**config.mk**
```make
export PLATFORM = sky130hd
export DESIGN_NAME = indexed_array_list_engine
export DESIGN_NICKNAME = d
export VERILOG_FILES = /design/src/rtl/core/ials_pkg.sv /design/src/rtl/core/ials_cell.sv /design/src/rtl/core/indexed_array_list_engine.sv
export VERILOG_INCLUDE_DIRS = /design/src /design/src/rtl/core
export SDC_FILE = /design/constraint.sdc
export NUM_CORES = 2
export LEC_CHECK = 0
export BUFFER_PORTS_ARGS = -buffer_cell sky130_fd_sc_hd__buf_4
export CAP_MARGIN = 25
export CORE_MARGIN = 3
export CORE_UTILIZATION = 55
export CTS_CLUSTER_DIAMETER = 150
export CTS_CLUSTER_SIZE = 24
export DETAILED_ROUTE_END_ITERATION = 7
export PLACE_DENSITY = 0.74
export REMOVE_ABC_BUFFERS = 1
export SLEW_MARGIN = 10
export SYNTH_ARGS = -nofsm -noshare
export SYNTH_HDL_FRONTEND = slang
export SYNTH_SLANG_ARGS = --single-unit
```
**constraint.sdc**
```tcl
create_clock -name clock -period 10.2 [get_ports clock]
set_input_delay 3.06 -clock clock [delete_from_list [all_inputs] [get_ports clock]]
set_output_delay 3.06 -clock clock [all_outputs]
set_load 0.05 [all_outputs]
```
**src/rtl/core/assert_macros.svh**
```systemverilog
// Assertion macros used by the top level of the list engine.
`ifndef ASSERT_MACROS_SVH
`define ASSERT_MACROS_SVH

// Checks that a condition holds at every clock edge outside reset.
`define ASSERT_ALWAYS(label, clk, rst, cond, msg) \
   label: assert property (@(posedge clk) disable iff (rst) (cond)) else $error(msg);

// Checks that the consequent holds in the same cycle as the antecedent.
`define ASSERT_IMPLY(label, clk, rst, ante, cons, msg) \
   label: assert property (@(posedge clk) disable iff (rst) (ante) |-> (cons)) else $error(msg);

// Checks that the consequent holds in the cycle after the antecedent.
`define ASSERT_NEXT(label, clk, rst, ante, cons, msg) \
   label: assert property (@(posedge clk) disable iff (rst) (ante) |=> (cons)) else $error(msg);

`endif

```
**src/rtl/core/ials_pkg.sv**
```systemverilog
// Types and constants shared by the list engine and its storage cells.
package ials_pkg;

   localparam int VALUE_W = 32;
   localparam int OP_W = 3;
   localparam int INDEX_W = 4;
   localparam int STATUS_W = 2;
   localparam int MATCH_W = 5;
   localparam int COUNT_W = 5;
   localparam int REQ_TDATA_W = 40;
   localparam int RSP_TDATA_W = 48;

   localparam logic [OP_W-1:0] OP_PUSH = 3'd0;
   localparam logic [OP_W-1:0] OP_POP = 3'd1;
   localparam logic [OP_W-1:0] OP_INSERT = 3'd2;
   localparam logic [OP_W-1:0] OP_DELETE = 3'd3;
   localparam logic [OP_W-1:0] OP_SEARCH = 3'd4;

   localparam logic [STATUS_W-1:0] STAT_OK = 2'd0;
   localparam logic [STATUS_W-1:0] STAT_BAD_INDEX = 2'd1;
   localparam logic [STATUS_W-1:0] STAT_FULL = 2'd2;
   localparam logic [STATUS_W-1:0] STAT_EMPTY = 2'd3;

   localparam logic [MATCH_W-1:0] MATCH_NONE = 5'h1F;

   typedef enum logic [1:0] {
      SHIFT_HOLD = 2'd0,
      SHIFT_GROW = 2'd1,
      SHIFT_SHRINK = 2'd2
   } shift_mode_type;

   typedef struct packed {
      shift_mode_type mode;
      logic [VALUE_W-1:0] data;
      logic [VALUE_W-1:0] key;
      logic probe;
   } cell_cmd_type;

   typedef enum logic [1:0] {
      STATE_IDLE = 2'b01,
      STATE_SCAN = 2'b10
   } state_type;

endpackage

```
**src/rtl/core/ials_cell.sv**
```systemverilog
// One storage cell of the list: holds one entry, shifts with its neighbors and compares a key.
module ials_cell #(
   parameter int IW = 4,
   parameter int POS = 0
) (
   input logic clock,
   input ials_pkg::cell_cmd_type cmd,
   input logic [IW-1:0] bound,
   input logic [ials_pkg::VALUE_W-1:0] prev_value,
   input logic [ials_pkg::VALUE_W-1:0] next_value,
   output logic [ials_pkg::VALUE_W-1:0] value,
   output logic hit
);

   localparam logic [IW-1:0] POS_IDX = IW'(POS);

   logic [ials_pkg::VALUE_W-1:0] value_ff;
   logic [ials_pkg::VALUE_W-1:0] value_in;
   logic hit_ff;
   logic hit_in;

   always_comb begin
      value_in = value_ff;
      case (cmd.mode)
         ials_pkg::SHIFT_GROW: begin
            if (POS_IDX == bound) begin
               value_in = cmd.data;
            end else if (POS_IDX > bound) begin
               value_in = prev_value;
            end
         end
         ials_pkg::SHIFT_SHRINK: begin
            if (POS_IDX >= bound) begin
               value_in = next_value;
            end
         end
         default: begin
            value_in = value_ff;
         end
      endcase
      hit_in = cmd.probe ? (value_ff == cmd.key) : hit_ff;
   end

   always_ff @(posedge clock) begin
      value_ff <= value_in;
      hit_ff <= hit_in;
   end

   assign value = value_ff;
   assign hit = hit_ff;

endmodule

```
**src/rtl/core/indexed_array_list_engine.sv**
```systemverilog
// Top level of the indexed array list engine: control, cell chain and result register.
//
// Each request word carries one operation on an ordered list of up to DEPTH signed
// 32-bit values: push, pop, insert at an index, delete at an index, or search for a key.
// Each request produces exactly one response word with a status, the match index of a
// search, the entry count after the operation and the last entry (zero when empty).
// The list lives in a chain of cells with the last entry in cell zero, so push, pop,
// insert and delete move every affected cell one place at once. Push, pop, insert,
// delete and unused codes give their response in the cycle after the request is taken.
// A search first latches a compare flag in every cell, then walks the flags from the
// oldest entry, one cell per cycle; a search of an empty list answers in the cycle
// after the request is taken.
// One request is in flight at a time. A new request is taken while the previous
// response still waits, as long as the response register frees up in that cycle.
// When the receiver stalls, the response word holds and requests wait behind it.
// Reset empties the list and drops any pending response; entry contents are not cleared.
`include "assert_macros.svh"

module indexed_array_list_engine #(
   parameter int DEPTH = 16
) (
   input logic clock,
   input logic reset,
   input logic req_tvalid,
   output logic req_tready,
   // op [2:0], index [6:3], value [38:7], zero fill [39]
   input logic [ials_pkg::REQ_TDATA_W-1:0] req_tdata,
   output logic rsp_tvalid,
   input logic rsp_tready,
   // status [1:0], match_index [6:2], count [11:7], top_value [43:12], zero fill [47:44]
   output logic [ials_pkg::RSP_TDATA_W-1:0] rsp_tdata
);

   localparam int IW = (DEPTH > 1) ? $clog2(DEPTH) : 1;
   localparam int CW = $clog2(DEPTH + 1);
   localparam int XW = (CW > ials_pkg::INDEX_W) ? CW : ials_pkg::INDEX_W;

   ials_pkg::state_type state_ff;
   ials_pkg::state_type state_in;
   logic [CW-1:0] count_ff;
   logic [CW-1:0] count_in;
   logic [IW-1:0] scan_ff;
   logic [IW-1:0] scan_in;
   logic rsp_valid_ff;
   logic rsp_valid_in;
   logic [ials_pkg::RSP_TDATA_W-1:0] rsp_data_ff;
   logic [ials_pkg::RSP_TDATA_W-1:0] rsp_data_in;

   ials_pkg::cell_cmd_type cmd;
   logic [IW-1:0] bound;
   logic [ials_pkg::VALUE_W-1:0] value_w [DEPTH];
   logic [DEPTH-1:0] hit_w;

   logic req_fire;
   logic out_free;
   logic [ials_pkg::OP_W-1:0] req_op;
   logic [ials_pkg::INDEX_W-1:0] req_index;
   logic [ials_pkg::VALUE_W-1:0] req_value;
   logic [XW-1:0] idx_x;
   logic [XW-1:0] cnt_x;
   logic list_full;
   logic list_empty;
   logic idx_ok;
   logic [ials_pkg::STATUS_W-1:0] status;
   logic [ials_pkg::VALUE_W-1:0] new_top;
   logic hit_now;
   logic [CW-1:0] match_pos;

   assign req_op = req_tdata[2:0];
   assign req_index = req_tdata[6:3];
   assign req_value = req_tdata[38:7];

   assign out_free = !rsp_valid_ff || rsp_tready;
   assign req_tready = (state_ff == ials_pkg::STATE_IDLE) && out_free;
   assign req_fire = req_tvalid && req_tready;

   assign idx_x = XW'(req_index);
   assign cnt_x = XW'(count_ff);
   assign list_full = count_ff >= CW'(DEPTH);
   assign list_empty = count_ff == '0;
   assign idx_ok = idx_x < cnt_x;
   assign hit_now = hit_w[scan_ff];
   assign match_pos = count_ff - CW'(1) - CW'(scan_ff);

   always_comb begin
      cmd.mode = ials_pkg::SHIFT_HOLD;
      cmd.data = req_value;
      cmd.key = req_value;
      cmd.probe = 1'b0;
      bound = '0;
      count_in = count_ff;
      status = ials_pkg::STAT_OK;
      new_top = value_w[0];
      state_in = state_ff;
      scan_in = scan_ff;
      rsp_valid_in = rsp_valid_ff && !rsp_tready;
      rsp_data_in = rsp_data_ff;

      case (req_op)
         ials_pkg::OP_PUSH: begin
            if (list_full) begin
               status = ials_pkg::STAT_FULL;
            end else begin
               cmd.mode = ials_pkg::SHIFT_GROW;
               count_in = count_ff + CW'(1);
               new_top = req_value;
            end
         end
         ials_pkg::OP_POP: begin
            if (list_empty) begin
               status = ials_pkg::STAT_EMPTY;
            end else begin
               cmd.mode = ials_pkg::SHIFT_SHRINK;
               count_in = count_ff - CW'(1);
               new_top = value_w[1];
            end
         end
         ials_pkg::OP_INSERT: begin
            if (!idx_ok) begin
               status = ials_pkg::STAT_BAD_INDEX;
            end else if (list_full) begin
               status = ials_pkg::STAT_FULL;
            end else begin
               cmd.mode = ials_pkg::SHIFT_GROW;
               bound = IW'(cnt_x - idx_x);
               count_in = count_ff + CW'(1);
            end
         end
         ials_pkg::OP_DELETE: begin
            if (!idx_ok) begin
               status = ials_pkg::STAT_BAD_INDEX;
            end else begin
               cmd.mode = ials_pkg::SHIFT_SHRINK;
               bound = IW'(cnt_x - idx_x - XW'(1));
               count_in = count_ff - CW'(1);
               if (bound == '0) begin
                  new_top = value_w[1];
               end
            end
         end
         ials_pkg::OP_SEARCH: begin
            cmd.probe = 1'b1;
         end
         default: begin
            status = ials_pkg::STAT_OK;
         end
      endcase

      if (!req_fire) begin
         cmd.mode = ials_pkg::SHIFT_HOLD;
         cmd.probe = 1'b0;
         count_in = count_ff;
      end

      if (req_fire) begin
         if (req_op == ials_pkg::OP_SEARCH && !list_empty) begin
            state_in = ials_pkg::STATE_SCAN;
            scan_in = IW'(count_ff - CW'(1));
         end else begin
            rsp_valid_in = 1'b1;
            rsp_data_in = {
               4'b0,
               (count_in == '0) ? {ials_pkg::VALUE_W{1'b0}} : new_top,
               ials_pkg::COUNT_W'(count_in),
               ials_pkg::MATCH_NONE,
               status
            };
         end
      end else if (state_ff == ials_pkg::STATE_SCAN) begin
         if (hit_now || scan_ff == '0) begin
            if (out_free) begin
               rsp_valid_in = 1'b1;
               rsp_data_in = {
                  4'b0,
                  value_w[0],
                  ials_pkg::COUNT_W'(count_ff),
                  hit_now ? ials_pkg::MATCH_W'(match_pos) : ials_pkg::MATCH_NONE,
                  ials_pkg::STAT_OK
               };
               state_in = ials_pkg::STATE_IDLE;
            end
         end else begin
            scan_in = scan_ff - IW'(1);
         end
      end
   end

   for (genvar p = 0; p < DEPTH; p++) begin : g_cell
      logic [ials_pkg::VALUE_W-1:0] prev_value;
      logic [ials_pkg::VALUE_W-1:0] next_value;

      if (p == 0) begin : g_first
         assign prev_value = req_value;
      end else begin : g_inner_prev
         assign prev_value = value_w[p-1];
      end

      if (p == DEPTH - 1) begin : g_last
         assign next_value = value_w[p];
      end else begin : g_inner_next
         assign next_value = value_w[p+1];
      end

      ials_cell #(
         .IW(IW),
         .POS(p)
      ) u_cell (
         .clock(clock),
         .cmd(cmd),
         .bound(bound),
         .prev_value(prev_value),
         .next_value(next_value),
         .value(value_w[p]),
         .hit(hit_w[p])
      );
   end

   always_ff @(posedge clock) begin
      if (reset) begin
         state_ff <= ials_pkg::STATE_IDLE;
         count_ff <= '0;
         rsp_valid_ff <= 1'b0;
      end else begin
         state_ff <= state_in;
         count_ff <= count_in;
         rsp_valid_ff <= rsp_valid_in;
      end
   end

   always_ff @(posedge clock) begin
      scan_ff <= scan_in;
      rsp_data_ff <= rsp_data_in;
   end

   assign rsp_tvalid = rsp_valid_ff;
   assign rsp_tdata = rsp_data_ff;

   `ASSERT_ALWAYS(a_count_range, clock, reset, count_ff <= CW'(DEPTH), "count above depth")
   `ASSERT_IMPLY(a_scan_nonempty, clock, reset, state_ff == ials_pkg::STATE_SCAN, count_ff != '0, "scan of empty list")
   `ASSERT_NEXT(a_search_keeps_count, clock, reset, req_fire && req_op == ials_pkg::OP_SEARCH, $stable(count_ff), "search changed count")

endmodule
```
## Word-level counts from Yosys, hierarchy flattened

Cells that the tools add are included.

- Register bits after elaboration: 588
- Output and inout port bits: 50
- Bits in latches: 0
- Bits of input ports: 44
- RAM bits: 0
- ROM bits: 0
- Memories: 0

- $add $sub $neg: 6
- Equal/unequal tests: 72
- Muxes and demuxes: 113
- Order comparisons: 34
- Bitwise logic cells: 0
- Multipliers: 0
- Shift operators: 0
- Div/mod/pow operators: 0
- Reductions and logical operators: 39

Operators with widths:

| kind | number |
|---|---|
| 32-bit 2-to-1 mux | 52 |
| 32-bit one-hot mux with 2 select lines | 15 |
| 32-bit == test | 16 |
| 48-bit 2-to-1 mux | 5 |
| 32-bit one-hot mux with 3 select lines | 1 |
| 3-bit AND reduction | 16 |
| 3-bit by 1-bit != test with 1-bit output (second input constant) | 15 |
| 4-bit == test (first input constant) | 8 |
| 4-bit greater-than comparator (first input constant) | 8 |
| 2-bit by 1-bit != test with 1-bit output (second input constant) | 16 |
| 5-bit 2-to-1 mux | 6 |
| 4-bit >= comparator (first input constant) | 7 |
| 4-bit 2-to-1 mux | 7 |
| 2-bit 2-to-1 mux | 12 |
| 5-bit one-hot mux with 4 select lines | 1 |
| 3-bit by 4-bit == test with 1-bit output (first input constant) | 4 |
| 3-bit by 4-bit >= comparator with 1-bit output (first input constant) | 4 |
| 3-bit by 4-bit greater-than comparator with 1-bit output (first input constant) | 4 |
| 2-bit one-hot mux with 4 select lines | 2 |
| 4-bit zero test | 3 |
| 5-bit zero test | 2 |
| 1-bit 2-to-1 mux | 10 |
| 2-bit nonzero test | 5 |
| 2-bit by 4-bit == test with 1-bit output (first input constant) | 2 |
| other kinds (27) | 43 |

## Logic depth before layout (Yosys ltp)

- Depth after elaboration: 9
- Gate-level depth with buffers: 17

## Hierarchy

From an unflattened synthesis, not the netlist that was laid out.

- Cell total of the unflattened synthesis: 3354
- Area, all modules: 37189.4 um^2

By module, submodules not included:

| module | times used | cells an instance | sequential area each (um^2) | area each (um^2) |
|---|---|---|---|---|
| ials_cell (g_cell[13].u_cell ...) | 2 | 186 | 991.0 | 2060.7 |
| indexed_array_list_engine | 1 | 365 | 1601.5 | 3973.8 |
| ials_cell (g_cell[8].u_cell) | 1 | 188 | 991.0 | 2123.3 |
| ials_cell (g_cell[4].u_cell) | 1 | 188 | 991.0 | 2098.3 |
| ials_cell (g_cell[9].u_cell) | 1 | 188 | 991.0 | 2094.5 |
| ials_cell (g_cell[3].u_cell) | 1 | 187 | 991.0 | 2092.0 |
| ials_cell (g_cell[12].u_cell) | 1 | 188 | 991.0 | 2088.3 |
| ials_cell (g_cell[2].u_cell) | 1 | 186 | 991.0 | 2080.7 |
| ials_cell (g_cell[0].u_cell) | 1 | 186 | 991.0 | 2079.5 |
| ials_cell (g_cell[10].u_cell) | 1 | 188 | 991.0 | 2078.2 |
| ials_cell (g_cell[1].u_cell) | 1 | 186 | 991.0 | 2078.2 |
| ials_cell (g_cell[5].u_cell) | 1 | 187 | 991.0 | 2072.0 |
| ials_cell (g_cell[11].u_cell) | 1 | 186 | 991.0 | 2059.5 |
| ials_cell (g_cell[6].u_cell) | 1 | 187 | 991.0 | 2054.5 |
| 2 more rows | n/a | n/a | n/a | n/a |

## Worst setup path before layout

No wires, ideal clock.

- Path type: input port to flip-flop
- Start point: in req_tdata[4] in the netlist's numbering
- End point: reg g_cell[8].u_cell.value_ff, in the netlist g_cell[8].u_cell.value[0] (enable)
- Buffers on the path: 3
- Library setup time: 0.432 ns
- Slack: 2.571 ns
- Data arrival time: 7.198 ns
- Stages: 15
- Cell sequence: inv_1 ha_1 nor2b_4 o31a_4 o21ai_4 nand2_2 nor3_1 inv_1 ha_1 clkbuf_1 clkbuf_1 clkbuf_1 nor2_1 nor2_1 a21oi_1

- Word-level cells in the longest chain between the ends: 7
- Elaborated cells between the ends (all ways): 20
- Classes of those cells: 2 x add/sub; 3 x order compare; 5 x eq/ne; 8 x mux; 2 x reduce/logical

RTL lines:

| item | RTL line | RTL |
|---|---|---|
| from (decl) | indexed_array_list_engine.sv:27 | `input logic [ials_pkg::REQ_TDATA_W-1:0] req_tdata,` |
| 4-bit subtractor / 4-bit by 5-bit less-than comparator with 1-bit output (equally long branches) | indexed_array_list_engine.sv:125, indexed_array_list_engine.sv:134, indexed_array_list_engine.sv:81 |  |
| 4-bit by 1-bit subtractor with 4-bit output, or another cell as far along | indexed_array_list_engine.sv:134 | `bound = IW'(cnt_x - idx_x - XW'(1));` |
| 4-bit 2-to-1 mux, or another cell as far along | indexed_array_list_engine.sv:130 | `if (!idx_ok) begin` |
| 4-bit one-hot mux with 2 select lines / 2-bit 2-to-1 mux (equally long branches) | indexed_array_list_engine.sv:99, indexed_array_list_engine.sv:149 |  |
| 4-bit greater-than comparator, or another cell as far along | ials_cell.sv:28 | `end else if (POS_IDX > bound) begin` |
| 3-bit by 1-bit != test with 1-bit output (no line), or another cell as far along | n/a |  |
| 3-bit AND reduction (no line) * | n/a |  |
| to (signal assigned) | ials_cell.sv:45 | `value_ff <= value_in;` |
| to (decl) | ials_cell.sv:17 | `logic [ials_pkg::VALUE_W-1:0] value_ff;` |

Every way passes the cells marked *; elsewhere a longest branch is shown, timed or not.
A chain may end at the register's enable or synchronous reset.

## Worst setup path in the final report

- Start point: in req_tdata[4] in the netlist's numbering
- End point: reg g_cell[8].u_cell.value_ff, in the netlist g_cell[8].u_cell.value[8] (enable)

Same word-level chain as after synthesis.

==> flow_summary.yaml <==
run_status:
  outcome: "completed"
floorplanning:
  die_area_um2: 70790
  die_h_um: 266.1
  initial_core_util_pct: 56.08
  core-area_um2: 66330
  die_w_um: 266.1
  rows: 94
  io-pin-count: 94
yosys:
  synthArstFlopShare_pct: 0
  yosys-top-cells-area: "edfxtp_1, xor2_1, mux2i_1, nand2_1, o21ai_0"
  synth_area_leader_cell: "edfxtp_1"
  synth_edf_count: 576
  ys_types: 79
  synth_top_area_share_pct: 46.50
  synth_flop_cell: "edfxtp_1"
  postSynthRegisterBits: 584
  synth_seq_area_share_pct: 46.93
  synthCells: 3535
  yosysWarningCount: 0
  synth_area_um2: 37200
  syn_avg_cell_area_um2: 10.52
worst_hold_path:
  holdPathEnd: "rsp_tvalid"
  hp-class: "reg -> reg"
  worstHoldStart: "rsp_tvalid"
  holdPathStages: 2
global_routing:
  globalRouteOverflowTotal: 0
  antenna_found_initial: 6
  grt_max_degree: 276
  track_usage_pct: 34.50
  grt_pass1_wl_um: 181900
  grt_pass1_vias: 27426
critical_path:
  startpoint: "req_tdata[4]"
  reg2reg_from: "cnt_x[2]"
  crit_arrival_ns: 7.44
  startpoint_type: "input pin"
  required_ns: 10.51
  endpoint_kind: "flip-flop"
  r2r_end: "g_cell[8].u_cell.value[8]"
  critPathKind: "in -> reg"
  reg2reg_slack_ns: 4.89
  crit_path_max_fanout: 77
  rr_worst_depth: 12
sta:
  hold_violations: 0
  rsz0062_at_grt: "no"
  setup_viol: 0
  tns_ns: 0
  slew_headroom_pct: 23.89
  timing.final.crit_share_pct: 69.88
  max_clock_freq_mhz: 140.3
  slew_violations: 0
  finalCriticalPeriod_ns: 7.128
  tightest_slew_ns: 1.142
  finClkSkew_ns: 0.03282
power_and_ir_drop:
  power_density_nw_per_um2: 132.6
  leakage_nw: 15.00
  peakVddDrop_uv: 143.9
final_layout:
  multi_input_area_um2: 18300
  final_cell_mix: "edfxtp_1, xor2_1, nand2_1, mux2i_1, o21ai_0"
  post-route-util_pct: 58.75
  regArea_um2: 17460
  n_fill_cell: 5686
  areaGrowthSynthToFinish_pct: 4.759
  drive_gt1_share_pct: 7.873
  layout_commonest_cell: "edfxtp_1"
  fin_cells: 4270
  final_nets: 3457
drt:
  num_vias: 29342
  drc: 0
  wl_per_cell_um: 29.46
  wirelength_um: 125800
  vias_per_cell: 6.872
  firstDrtPassIters: 6
  antenna_left: 0
  drt_iter0_markers: 5147
clock_network:
  cts-htree-levels: 1
  cts_setup_buffers: 0
  clock-root-buffer: "clkbuf_16"
  cts.repair.resized: 0
  clkTransAtPathRegs_ns: 0.11
  cts_tree: "yes"
  cts_buffers: 28
  cts_buffer_depth: 3
  cts_hold_buffers: 0
  clk_latency_ns: 0.65
  cts_sinks: 584
flow_run:
  max_cap_violations: 0
placement:
  gp_congestion: 0.9312
  io_buffers: 88
  placed_cells: 4224
  dp_hpwl_um: 83560
-- power breakdown --
| part | switching, mW | internal, mW | total [mW] |
|---|---|---|---|
| sequential | 0.112 | 2.77 | 2.88 |
| clock | 0.805 | 0.541 | 1.35 |
| combinational | 0.634 | 0.308 | 0.942 |
| total | 1.55 | 3.62 | 5.17 |
-- worst max-delay path by stage --
stage	end	slack, ns	depth (start not counted)
2_1_floorplan	g_cell[13].u_cell.value[0]	-12.77	9
3_3_place_gp	g_cell[10].u_cell.value[8]	2.60	13
3_5_place_dp	g_cell[8].u_cell.value[0]	2.54	14
4_1_cts	g_cell[8].u_cell.value[8]	3.18	14
5_1_grt	g_cell[8].u_cell.value[8]	2.86	14
6_report	g_cell[8].u_cell.value[8]	3.07	14
-- sequential cells by signal, indices dropped and copies added (netlist names) --
signal and cells:
g_cell.u_cell.value 512, rsp_tdata 44, g_cell.u_cell.hit 16, cnt_x 5
scan_ff 4, state_ff 2, rsp_tvalid 1
-- Yosys cell counts (14+ instances only) --
library cell  number
a211o_1           29
a211oi_1          14
a21o_1            37
a21oi_1          194
a221o_1           96
a2bb2oi_1         15
a31oi_1           57
buf_1             52
buf_2             36
buf_4             35
buf_6             15
clkbuf_1         180
edfxtp_1         576
ha_1              18
inv_1             44
mux2_2            20
mux2i_1          277
nand2_1          397
nand4_1           35
nor2_1            60
nor2b_1          140
nor3_1            28
nor3b_1           96
nor4_1           129
o21ai_0          206
o21ai_1           91
xor2_1           515
-- logic make-up after synthesis --
logic type               after synthesis  synth area share (%)
other                                  1               0.01008
multiplexers                         314                 8.695
flip-flops                           584                 46.93
AND/OR/NAND/NOR                      937                 13.13
AO/OA/AOI/OAI                        792                 13.71
adder cells (fa/ha/maj)               20                0.7131
buffers and inverters                362                 4.430
XOR/XNOR                             525                 12.38
-- critical path, stage by stage --
cell and delay [ns]:
buf_4 0.12, inv_1 0.10, ha_1 0.25, nor2b_4 0.14, o31a_4 0.33, o21ai_4 0.26
nand2_2 0.12, nor3_1 0.64, inv_1 0.18, ha_4 0.46, nor2_1 0.43, nor2_1 0.27
a21oi_4 0.65, buf_4 0.39
-- area by class of cell --
class	instances	share of cell area, %
multi-input combinational	2592	46.96
timing repair buffer	143	2.973
inverter	44	0.4238
antenna	2	0.01284
sequential	584	44.80
clock inverter	1	0.04174
clock buffer	40	2.023
tap	864	2.774
-- metal layers --
| layer | GRT usage [%] | wire (um) | share of wire (%) |
|---|---|---|---|
| met3 | 6.390 | 15000 | 12 |
| met2 | 52.36 | 55000 | 44 |
| met5 | 0 | 13 | 0.010 |
| met1 | 46.62 | 46460 | 37 |
| met4 | 20.08 | 9301 | 7.4 |
-- stage by stage --
| step | setup slack, ns | total power, mW | area, um^2 | hold slack [ns] |
|---|---|---|---|---|
| after floorplan | -12.77 | 3.532 | 35730 | 0.4732 |
| after global placement | 2.598 | 3.823 | 38040 | 0.4930 |
| after detailed placement | 2.545 | 3.845 | 38110 | 0.5052 |
| after CTS | 3.181 | 5.146 | 38910 | 0.5329 |
| after global routing | 2.862 | 5.303 | 38970 | 0.5489 |
| final | 3.072 | 5.168 | 38970 | 0.5408 |
(Power assumes the default switching activity.)
